File: src/hw/rtl/etc1_pkg.sv
// Shared types and constants for the ETC1 block decoder.
// No dependencies; imported by every module of the block.
package etc1_pkg;

    // Depth of the queue between front and back.
    localparam int QUEUE_DEPTH = 2;
    localparam int QUEUE_PTR_W = $clog2(QUEUE_DEPTH);
    localparam int QUEUE_CNT_W = $clog2(QUEUE_DEPTH + 1);

    localparam int ROWS_PER_BLOCK = 4;
    localparam logic [1:0] LAST_ROW = 2'(ROWS_PER_BLOCK - 1);

    // Compressed block as it arrives.
    typedef struct packed {
        logic [31:0] colors_and_flags;
        logic [31:0] pixel_indices;
    } t_in;

    // One decoded row of four pixels.
    typedef struct packed {
        logic [1:0]  row;
        logic [23:0] pixel0_rgb;
        logic [23:0] pixel1_rgb;
        logic [23:0] pixel2_rgb;
        logic [23:0] pixel3_rgb;
        logic        last;
    } t_out;

    // Block after the front has classified it: both base colors at 8 bits
    // per channel, table codewords, split orientation, index planes.
    typedef struct packed {
        logic [23:0] base0;
        logic [23:0] base1;
        logic [2:0]  cw0;
        logic [2:0]  cw1;
        logic        flip;
        logic [15:0] idx_msb;
        logic [15:0] idx_lsb;
    } t_blk;

endpackage

File: src/hw/rtl/etc1_front.sv
// Front end: accepts compressed blocks and derives the base colors.
// Depends on etc1_pkg; feeds etc1_queue.
module etc1_front
    import etc1_pkg::*;
(
    input  logic i_valid,
    input  t_in  i_in,
    output logic o_stall,
    input  logic i_queue_full,
    output logic o_push,
    output t_blk o_blk
);

    logic [31:0] cf;
    logic        diff;
    logic [4:0]  r5, g5, b5;
    logic [4:0]  r5b, g5b, b5b;

    assign cf   = i_in.colors_and_flags;
    assign diff = cf[1];
    assign r5   = cf[31:27];
    assign g5   = cf[23:19];
    assign b5   = cf[15:11];

    // Base plus signed 3-bit delta, wrapping modulo 32.
    assign r5b = r5 + {{2{cf[26]}}, cf[26:24]};
    assign g5b = g5 + {{2{cf[18]}}, cf[18:16]};
    assign b5b = b5 + {{2{cf[10]}}, cf[10:8]};

    always_comb begin
        if (diff) begin
            o_blk.base0 = {r5, r5[4:2], g5, g5[4:2], b5, b5[4:2]};
            o_blk.base1 = {r5b, r5b[4:2], g5b, g5b[4:2], b5b, b5b[4:2]};
        end else begin
            o_blk.base0 = {cf[31:28], cf[31:28], cf[23:20], cf[23:20],
                           cf[15:12], cf[15:12]};
            o_blk.base1 = {cf[27:24], cf[27:24], cf[19:16], cf[19:16],
                           cf[11:8], cf[11:8]};
        end
        o_blk.cw0     = cf[7:5];
        o_blk.cw1     = cf[4:2];
        o_blk.flip    = cf[0];
        o_blk.idx_msb = i_in.pixel_indices[31:16];
        o_blk.idx_lsb = i_in.pixel_indices[15:0];
    end

    // Stall only while the queue is full; a transfer is a push.
    assign o_stall = i_queue_full;
    assign o_push  = i_valid && !i_queue_full;

endmodule

File: src/hw/rtl/etc1_queue.sv
// Small FIFO of decoded blocks between front and back.
// Depends on etc1_pkg.
module etc1_queue
    import etc1_pkg::*;
(
    input  logic i_clk,
    input  logic i_rst_n,
    input  logic i_push,
    input  t_blk i_blk,
    input  logic i_pop,
    output logic o_full,
    output logic o_nonempty,
    output t_blk o_head
);

    t_blk                   r_mem [QUEUE_DEPTH];
    logic [QUEUE_PTR_W-1:0] r_wr_ptr, n_wr_ptr;
    logic [QUEUE_PTR_W-1:0] r_rd_ptr, n_rd_ptr;
    logic [QUEUE_CNT_W-1:0] r_count, n_count;

    assign o_full     = (r_count == QUEUE_CNT_W'(QUEUE_DEPTH));
    assign o_nonempty = (r_count != '0);
    assign o_head     = r_mem[r_rd_ptr];

    always_comb begin
        n_wr_ptr = r_wr_ptr;
        n_rd_ptr = r_rd_ptr;
        n_count  = r_count;
        if (i_push) begin
            n_wr_ptr = (r_wr_ptr == QUEUE_PTR_W'(QUEUE_DEPTH - 1)) ? '0 : r_wr_ptr + 1'b1;
        end
        if (i_pop) begin
            n_rd_ptr = (r_rd_ptr == QUEUE_PTR_W'(QUEUE_DEPTH - 1)) ? '0 : r_rd_ptr + 1'b1;
        end
        if (i_push && !i_pop) begin
            n_count = r_count + 1'b1;
        end else if (i_pop && !i_push) begin
            n_count = r_count - 1'b1;
        end
    end

    always_ff @(posedge i_clk) begin
        if (!i_rst_n) begin
            r_wr_ptr <= '0;
            r_rd_ptr <= '0;
            r_count  <= '0;
        end else begin
            r_wr_ptr <= n_wr_ptr;
            r_rd_ptr <= n_rd_ptr;
            r_count  <= n_count;
        end
    end

    always_ff @(posedge i_clk) begin
        if (i_push) begin
            r_mem[r_wr_ptr] <= i_blk;
        end
    end

endmodule

File: src/hw/rtl/etc1_back.sv
// Back end: walks the head block row by row, applies intensity modifiers
// and clamps, and holds each row in the output register. Uses etc1_pkg.
module etc1_back
    import etc1_pkg::*;
(
    input  logic i_clk,
    input  logic i_rst_n,
    input  logic i_head_valid,
    input  t_blk i_head,
    output logic o_pop,
    output logic o_valid,
    output t_out o_out,
    input  logic i_stall
);

    // Intensity modifier magnitude for a codeword and index LSB.
    function automatic logic [7:0] mod_mag(input logic [2:0] cw, input logic lsb);
        logic [7:0] val;
        case (cw)
            3'd0:    val = lsb ? 8'd8   : 8'd2;
            3'd1:    val = lsb ? 8'd17  : 8'd5;
            3'd2:    val = lsb ? 8'd29  : 8'd9;
            3'd3:    val = lsb ? 8'd42  : 8'd13;
            3'd4:    val = lsb ? 8'd60  : 8'd18;
            3'd5:    val = lsb ? 8'd80  : 8'd24;
            3'd6:    val = lsb ? 8'd106 : 8'd33;
            default: val = lsb ? 8'd183 : 8'd47;
        endcase
        return val;
    endfunction

    // Channel plus or minus magnitude, clamped to 0..255.
    function automatic logic [7:0] chan(input logic [7:0] b, input logic [7:0] m,
                                        input logic neg);
        logic [8:0] s;
        s = neg ? ({1'b0, b} - {1'b0, m}) : ({1'b0, b} + {1'b0, m});
        if (s[8]) begin
            return neg ? 8'h00 : 8'hFF;
        end
        return s[7:0];
    endfunction

    logic [1:0]  r_row;
    logic        r_valid;
    t_out        r_out;
    logic        load;
    logic [23:0] pix [ROWS_PER_BLOCK];
    logic [3:0]  k;
    logic        sub;
    logic [7:0]  mag;
    logic [23:0] base;

    always_comb begin
        for (int x = 0; x < ROWS_PER_BLOCK; x++) begin
            k    = {x[1:0], r_row};
            sub  = i_head.flip ? r_row[1] : x[1];
            mag  = mod_mag(sub ? i_head.cw1 : i_head.cw0, i_head.idx_lsb[k]);
            base = sub ? i_head.base1 : i_head.base0;
            pix[x] = {chan(base[23:16], mag, i_head.idx_msb[k]),
                      chan(base[15:8],  mag, i_head.idx_msb[k]),
                      chan(base[7:0],   mag, i_head.idx_msb[k])};
        end
    end

    // Output register takes a new row when empty or being drained.
    assign load  = i_head_valid && (!r_valid || !i_stall);
    assign o_pop = load && (r_row == LAST_ROW);

    always_ff @(posedge i_clk) begin
        if (!i_rst_n) begin
            r_row   <= '0;
            r_valid <= 1'b0;
        end else begin
            if (load) begin
                r_row   <= r_row + 1'b1;
                r_valid <= 1'b1;
            end else if (!i_stall) begin
                r_valid <= 1'b0;
            end
        end
    end

    always_ff @(posedge i_clk) begin
        if (load) begin
            r_out.row        <= r_row;
            r_out.pixel0_rgb <= pix[0];
            r_out.pixel1_rgb <= pix[1];
            r_out.pixel2_rgb <= pix[2];
            r_out.pixel3_rgb <= pix[3];
            r_out.last       <= (r_row == LAST_ROW);
        end
    end

    assign o_valid = r_valid;
    assign o_out   = r_out;

endmodule

File: src/hw/rtl/etc1_block_decoder_core.sv
// ETC1 RGB8 block decoder, top level.
// Depends on etc1_pkg, etc1_front, etc1_queue and etc1_back.
//
// Usage:
//   Input channel (i_valid / o_stall / i_in): one 64-bit ETC1 block per
//   transfer, bytes 0..3 in colors_and_flags, bytes 4..7 in pixel_indices.
//   Output channel (o_valid / i_stall / o_out): four transfers per block,
//   rows 0..3 in order, four RGB888 pixels each; last marks row 3.
//   Row 0 is valid after the block passes the queue and the output register.
//   Throughput: one row per cycle while the queue holds a block and the
//   receiver does not stall, set by the back end's output register.
//   Front and back are decoupled by a 2-entry queue of decoded blocks: the
//   input is taken back to back while the queue has room, even while a
//   finished row waits in the output register. o_stall rises only with
//   the queue full.
//   When the receiver stalls, the current row holds steady in the output
//   register and the back end pauses; the queue then fills and the input
//   stalls in turn.
//   Reset (synchronous, active low) empties the queue, drops any pending
//   row and returns the row counter to 0; no clearing pass is needed.
module etc1_block_decoder_core
    import etc1_pkg::*;
(
    input  logic i_clk,
    input  logic i_rst_n,
    input  logic i_valid,
    input  t_in  i_in,
    output logic o_stall,
    output logic o_valid,
    output t_out o_out,
    input  logic i_stall
);

    logic push;
    logic pop;
    logic queue_full;
    logic queue_nonempty;
    t_blk front_blk;
    t_blk head_blk;

    // Front: decode base colors and codewords, push into the queue.
    etc1_front u_front (
        .i_valid      (i_valid),
        .i_in         (i_in),
        .o_stall      (o_stall),
        .i_queue_full (queue_full),
        .o_push       (push),
        .o_blk        (front_blk)
    );

    // Queue of decoded blocks.
    etc1_queue u_queue (
        .i_clk      (i_clk),
        .i_rst_n    (i_rst_n),
        .i_push     (push),
        .i_blk      (front_blk),
        .i_pop      (pop),
        .o_full     (queue_full),
        .o_nonempty (queue_nonempty),
        .o_head     (head_blk)
    );

    // Back: one row per cycle from the head unless stalled; pops after row 3.
    etc1_back u_back (
        .i_clk        (i_clk),
        .i_rst_n      (i_rst_n),
        .i_head_valid (queue_nonempty),
        .i_head       (head_blk),
        .o_pop        (pop),
        .o_valid      (o_valid),
        .o_out        (o_out),
        .i_stall      (i_stall)
    );

endmodule

File: config.mk
export PLATFORM = sky130hd
export DESIGN_NAME = etc1_block_decoder_core
export DESIGN_NICKNAME = d
export VERILOG_FILES = /design/src/hw/rtl/etc1_pkg.sv /design/src/hw/rtl/etc1_front.sv /design/src/hw/rtl/etc1_queue.sv /design/src/hw/rtl/etc1_back.sv /design/src/hw/rtl/etc1_block_decoder_core.sv
export SDC_FILE = /design/constraint.sdc
export NUM_CORES = 1
export LEC_CHECK = 0
export BUFFER_PORTS_ARGS = -buffer_cell sky130_fd_sc_hd__buf_4
export CORE_ASPECT_RATIO = 0.6
export CORE_MARGIN = 4
export CORE_UTILIZATION = 35
export DETAILED_ROUTE_END_ITERATION = 10
export GPL_TIMING_DRIVEN = 0
export PLACE_DENSITY_LB_ADDON = 0.12
export SLEW_MARGIN = 10
export SYNTH_ARGS = -nofsm -noshare
export SYNTH_HDL_FRONTEND = slang
export SYNTH_SLANG_ARGS = --single-unit
export TNS_END_PERCENT = 100
File: constraint.sdc
create_clock -name i_clk -period 21.3 [get_ports i_clk]
set_clock_uncertainty 0.1 [all_clocks]
set_input_delay 4.26 -clock i_clk [delete_from_list [all_inputs] [get_ports i_clk]]
set_output_delay 4.26 -clock i_clk [all_outputs]
set_load 0.01 [all_outputs]
Word level (Yosys, flattened, before mapping)
Memories as Yosys holds them, arrays and structs flattened. A register that Yosys moved wholly into a read port is not among the register bits.
Cells that the tools add are included.
Word-level totals
  register bits after elaboration: 106
  memory bits (writable): 174
  input port bits: 68
  logic and storage cells: 199
  memories: 1
Memory list
  u_queue.r_mem: words 2, width 87, read ports 1, clocked after memory_dff 1, wr ports 1, RTL line etc1_queue.sv:16  | t_blk r_mem [QUEUE_DEPTH];
Cells by class
  $add $sub $neg: 32
  magnitude comparators: 4
  equality and inequality tests: 15
  multiplexer cells: 121
  reductions and logical operators: 15
Operators with widths (number)
  $mux W8: 32
  $pmux W8 S7: 4
  $add A8 B8 Y9: 12
  $mux W9: 12
  $sub A8 B8 Y9: 12
  $mux W7: 8
  $mux W24: 2
  $mux W6: 8
  $mux W44: 1
  $mux W5: 8
  $mux W1: 30
  $eq A3 B3 Y1 const B: 6
  $bmux W1 S2: 8
  $mux W4: 4
  $add A5 B5 Y5: 3
  $eq A3 B2 Y1 const B: 4
  $lt A4 B5 Y1 const B: 2
  $eq A3 B1 Y1 const B: 2
  $logic_not A3 Y1: 2
  $mux W3: 2
  $logic_and A1 B1 Y1: 5
  $logic_not A1 Y1: 5
  $lt A2 B5 Y1 const B: 1
  $lt A3 B5 Y1 const B: 1
  other kinds (8): 13

Depth between registers and ports, before layout
  depth in word-level cells: 8
  gate-level depth with buffers: 26

Hierarchy
Synthesis repeated with hierarchy kept, for this count alone.
Second synthesis, totals
  cell total of the unflattened synthesis: 1554
  area total of the unflattened synthesis: 18611.6 µm²
Modules (own cells, without submodules)
  etc1_back: times used 1, cells an instance 1080, area each 10710.3 µm²
  etc1_queue: times used 1, cells an instance 293, area each 6617.6 µm²
  etc1_front: times used 1, cells an instance 181, area each 1283.7 µm²

Least setup slack after synthesis
Ideal clock, no wire load.
  path kind: input-to-reg
  from: input port i_stall
  to: register u_queue.r_count[1]
  setup time: 0.076 ns
  arrival time: 10.814 ns
  slack: 10.311 ns
  stages: 5
  buffers on the path: 0
  cells stage by stage: a21oi_1 > nand2_1 > ha_1 > or3_1 > a21boi_0
On the way
  longest elaborated chain between the ends: 7
  elaborated cells on any way between the ends: 9
  those cells by class: mux (1); reduce/logical (8)
Ends and longest elaborated chain
  from (decl): RTL line etc1_block_decoder_core.sv:31  | input logic i_stall
  $logic_not A1 Y1 *: RTL line etc1_back.sv:66  | assign load = i_head_valid && (!r_valid || !i_stall);
  $logic_or A1 B1 Y1 *: RTL line etc1_back.sv:66
  $logic_and A1 B1 Y1 *: RTL line etc1_back.sv:66
  $logic_and A1 B1 Y1 *: RTL line etc1_back.sv:67  | assign o_pop = load && (r_row == LAST_ROW);
  $logic_not A1 Y1: RTL line etc1_queue.sv:35  | if (i_push && !i_pop) begin
  $logic_and A1 B1 Y1: RTL line etc1_queue.sv:35
  $mux W2 or $reduce_bool A2 Y1 (tied branches)
  to (signal assigned): RTL line etc1_queue.sv:50  | r_count <= n_count;
  to (decl): RTL line etc1_queue.sv:19  | logic [QUEUE_CNT_W-1:0] r_count, n_count;
Every way passes the cells marked *; elsewhere a longest branch is shown, timed or not.
A chain may end at the register's enable or synchronous reset.

==> out/metrics.cfg <==
[outcome]
status=complete, no violations

[yosys]
ys_warn_count=0
synth.net_count=1515
syn_inst=1340
synthFlopType=edfxtp_1
ys_types=78
avgSynthCellArea_sq_um=13.0
synth_area_leader_cell=edfxtp_1
synth_area_leaders=edfxtp_1, mux4_2, ha_1
synth_seq_cells=281
yosysSeqAreaShare_pct=47.9
yosysTopAreaCellShare_pct=47.0
synth_edf_count=273
netlist_area_sq_mm=0.0174
synth-async-reset-ratio_pct=0

[layout]
fin_util_pct=41.8
layout-drive-gt1-share_pct=25.0
seqCellArea_sq_mm=0.00836
syn_to_final_growth_pct=18.3
multiInputGateArea_sq_mm=0.00859
fin_nets=1725
fill_cells=4676

[sta]
layout_setup_ws_ps=14140
maxSlewHeadroom_pct=11.2
period_needed_ps=7160
setup-violations-final=0
max_freq_mhz=140
setup-tns-final_ps=0
drv_slew=0
tightest_slew_ps=1320
hold_slack_ps=377
rsz0062_at_grt=false
fin_crit_sh_pct=33.6
hold_viol_final=0

[place]
numPortBuffers=167
dp.final_hpwl_mm=37.2
globalplace.congestion=0.864
pre_cts_ws_ps=13970

[clocking]
cts_tree=yes
clk_pin_slew_ps=60
numCtsBuffers=29
clock_path_buffers=3
post_cts_buffers=0
cts_hold_buffers=0
cts_sinks=281
cts-resized-gates=0
htree_levels=1
insertion_delay_ps=570
cts_root_buf=clkbuf_16

[floorplan]
core-area_sq_mm=0.0493
io_pins=169
die_area_sq_mm=0.0536
chipHeight_um=181
start_util_pct=35.4
die_w_um=296
num_rows=63

[route]
postRouteWirelength_mm=47.6
routedWlPerCell_um=21.4
ant_nets=0
drc=0
drt-pass1-iter-count=5
via_count=11800
vias_per_cell=5.30
drt_iter0_markers=1023

[grt]
grt_pass1_wl_mm=71.8
antenna_found_initial=1
grt_remaining_overflow=0
grt_max_degree=51
grt_use_total_pct=17.6
grt_pass1_vias=11600

[worst_setup_path]
cp-endpoint=u_back.o_out[66]$_DFFE_PP_
cp_max_fo=10
cp-start-kind=flip-flop
arrival_ps=7380
rr_endpoint=u_back.o_out[66]$_DFFE_PP_
reg2reg_depth=20
crit_required_ps=21520
crit_path_end_kind=flip-flop
r2r_slack_ps=14140
critPathKind=reg2reg

[power_and_ir_drop]
vdd_ir_drop_max_mv=0.0568
p_leak_nw=7.94
power_mw=3.44
p_per_area_mw_per_mm2=167

[run]
maxCapViolCount=0

[hold_path]
hold_class=reg2reg

-- sequential cells by signal, indices dropped and copies added, names as in the netlist, named ones only --
signal and flops:
u_queue.r_wr_ptr 1, u_queue.r_rd_ptr 1, u_queue.r_count 2, u_back.r_row 2, u_queue.r_mem 174, u_back.o_out 99
u_back.o_valid 1
-- synth_stat cells (15+ instances only) --
library cell / number
nor2_1: 64
inv_1: 58
a21o_1: 69
mux2_2: 30
mux4_2: 68
xor2_1: 26
xnor2_1: 108
o21ai_0: 55
mux2i_1: 64
fa_1: 15
clkbuf_1: 40
edfxtp_1: 273
a21oi_1: 60
nand2_1: 69
ha_1: 92
-- worst max-delay path: stages, from the launching register on --
cell	delay, ps
dfxtp_1	320
buf_6	150
buf_4	230
buf_4	250
buf_2	380
buf_1	830
clkbuf_1	730
clkbuf_1	680
mux4_2	400
inv_1	100
ha_1	150
inv_1	60
fa_1	390
a21o_1	180
a21o_1	200
a21o_1	190
maj3_2	330
maj3_2	340
a21oi_4	200
xor2_4	360
mux2_4	330
-- through the flow --
stage,cell area [sq um],std cells
after detailed placement,19800,2168
after CTS,20600,2220
final,20600,2222
after floorplan,17400,1340
after global routing,20600,2221
after global placement,19500,2157
-- worst min-delay path by stage --
| stage | startpoint | to | slack [ps] | depth (start not counted) |
|---|---|---|---|---|
| floorplan | u_back.r_row[0]$_SDFFE_PN0P_ | u_back.o_out[97]$_DFFE_PP_ | 330 | 0 |
| finish | u_back.r_row[0]$_SDFFE_PN0P_ | u_back.o_out[97]$_DFFE_PP_ | 380 | 0 |
| detailed placement | u_back.r_row[0]$_SDFFE_PN0P_ | u_back.o_out[97]$_DFFE_PP_ | 360 | 0 |
| global placement | u_back.r_row[0]$_SDFFE_PN0P_ | u_back.o_out[97]$_DFFE_PP_ | 360 | 0 |
| CTS | u_back.r_row[0]$_SDFFE_PN0P_ | u_back.o_out[97]$_DFFE_PP_ | 370 | 0 |
| global route | u_back.r_row[0]$_SDFFE_PN0P_ | u_back.o_out[97]$_DFFE_PP_ | 400 | 0 |
-- cells by family after synthesis --
family	Yosys count	synth area share, %
compound gates	292	11.5
mux	168	14.9
simple gates	207	5.52
fa+ha+maj	130	9.70
flops	281	47.9
xor+xnor	140	7.48
buf+inv	122	3.01
-- layer usage --
metal | track usage [%] | share of wire (%) | vias to the layer above | routed length, um
met5 | 0 | 0 | - | 0
met2 | 24.7 | 40 | 345 | 19200
met4 | 2.64 | 1.4 | 0 | 685
met3 | 3.02 | 5.9 | 42 | 2790
li1 | - | - | 5541 | -
met1 | 28.6 | 52 | 5859 | 25000
-- placed cells by master (no fill, tap or decap), types with 5 or more instances in the layout --
master     instances
a31oi_1            7
mux2i_1           63
nand2_1           69
nor3_1            11
and2_1            11
xnor2_1          108
fa_1              15
maj3_2             9
buf_4            173
xor2_1            26
dfxtp_1            8
a21o_1            69
nand3_1           11
buf_2             13
nand2b_1          10
nor2_1            63
a21oi_1           59
a221oi_1           9
edfxtp_1         273
clkbuf_1          46
buf_12             5
o211ai_1           9
a31o_2            12
mux2_2            30
mux4_2            68
nor2b_1           10
o21ai_0           53
clkbuf_16         29
o21bai_1          11
buf_6              5
o21ai_1           11
ha_1              92
maj3_1            14
clkinv_1           5
inv_1             58
-- area by class of cell --
| class | instances | area share [%] |
|---|---|---|
| multi-input combinational | 937 | 41.6 |
| antenna | 1 | 0.0121 |
| sequential | 281 | 40.5 |
| timing repair buffer | 179 | 7.19 |
| buffer | 63 | 1.47 |
| inverter | 59 | 1.07 |
| clock buffer | 35 | 3.62 |
| clock inverter | 17 | 0.606 |
| tap | 650 | 3.94 |
-- report_power, final --
group	switching, mW	internal, mW
combinational	1.14	0.924
sequential	0.0431	0.857
clock	0.216	0.262
total	1.40	2.04
(Power assumes the default switching activity.)
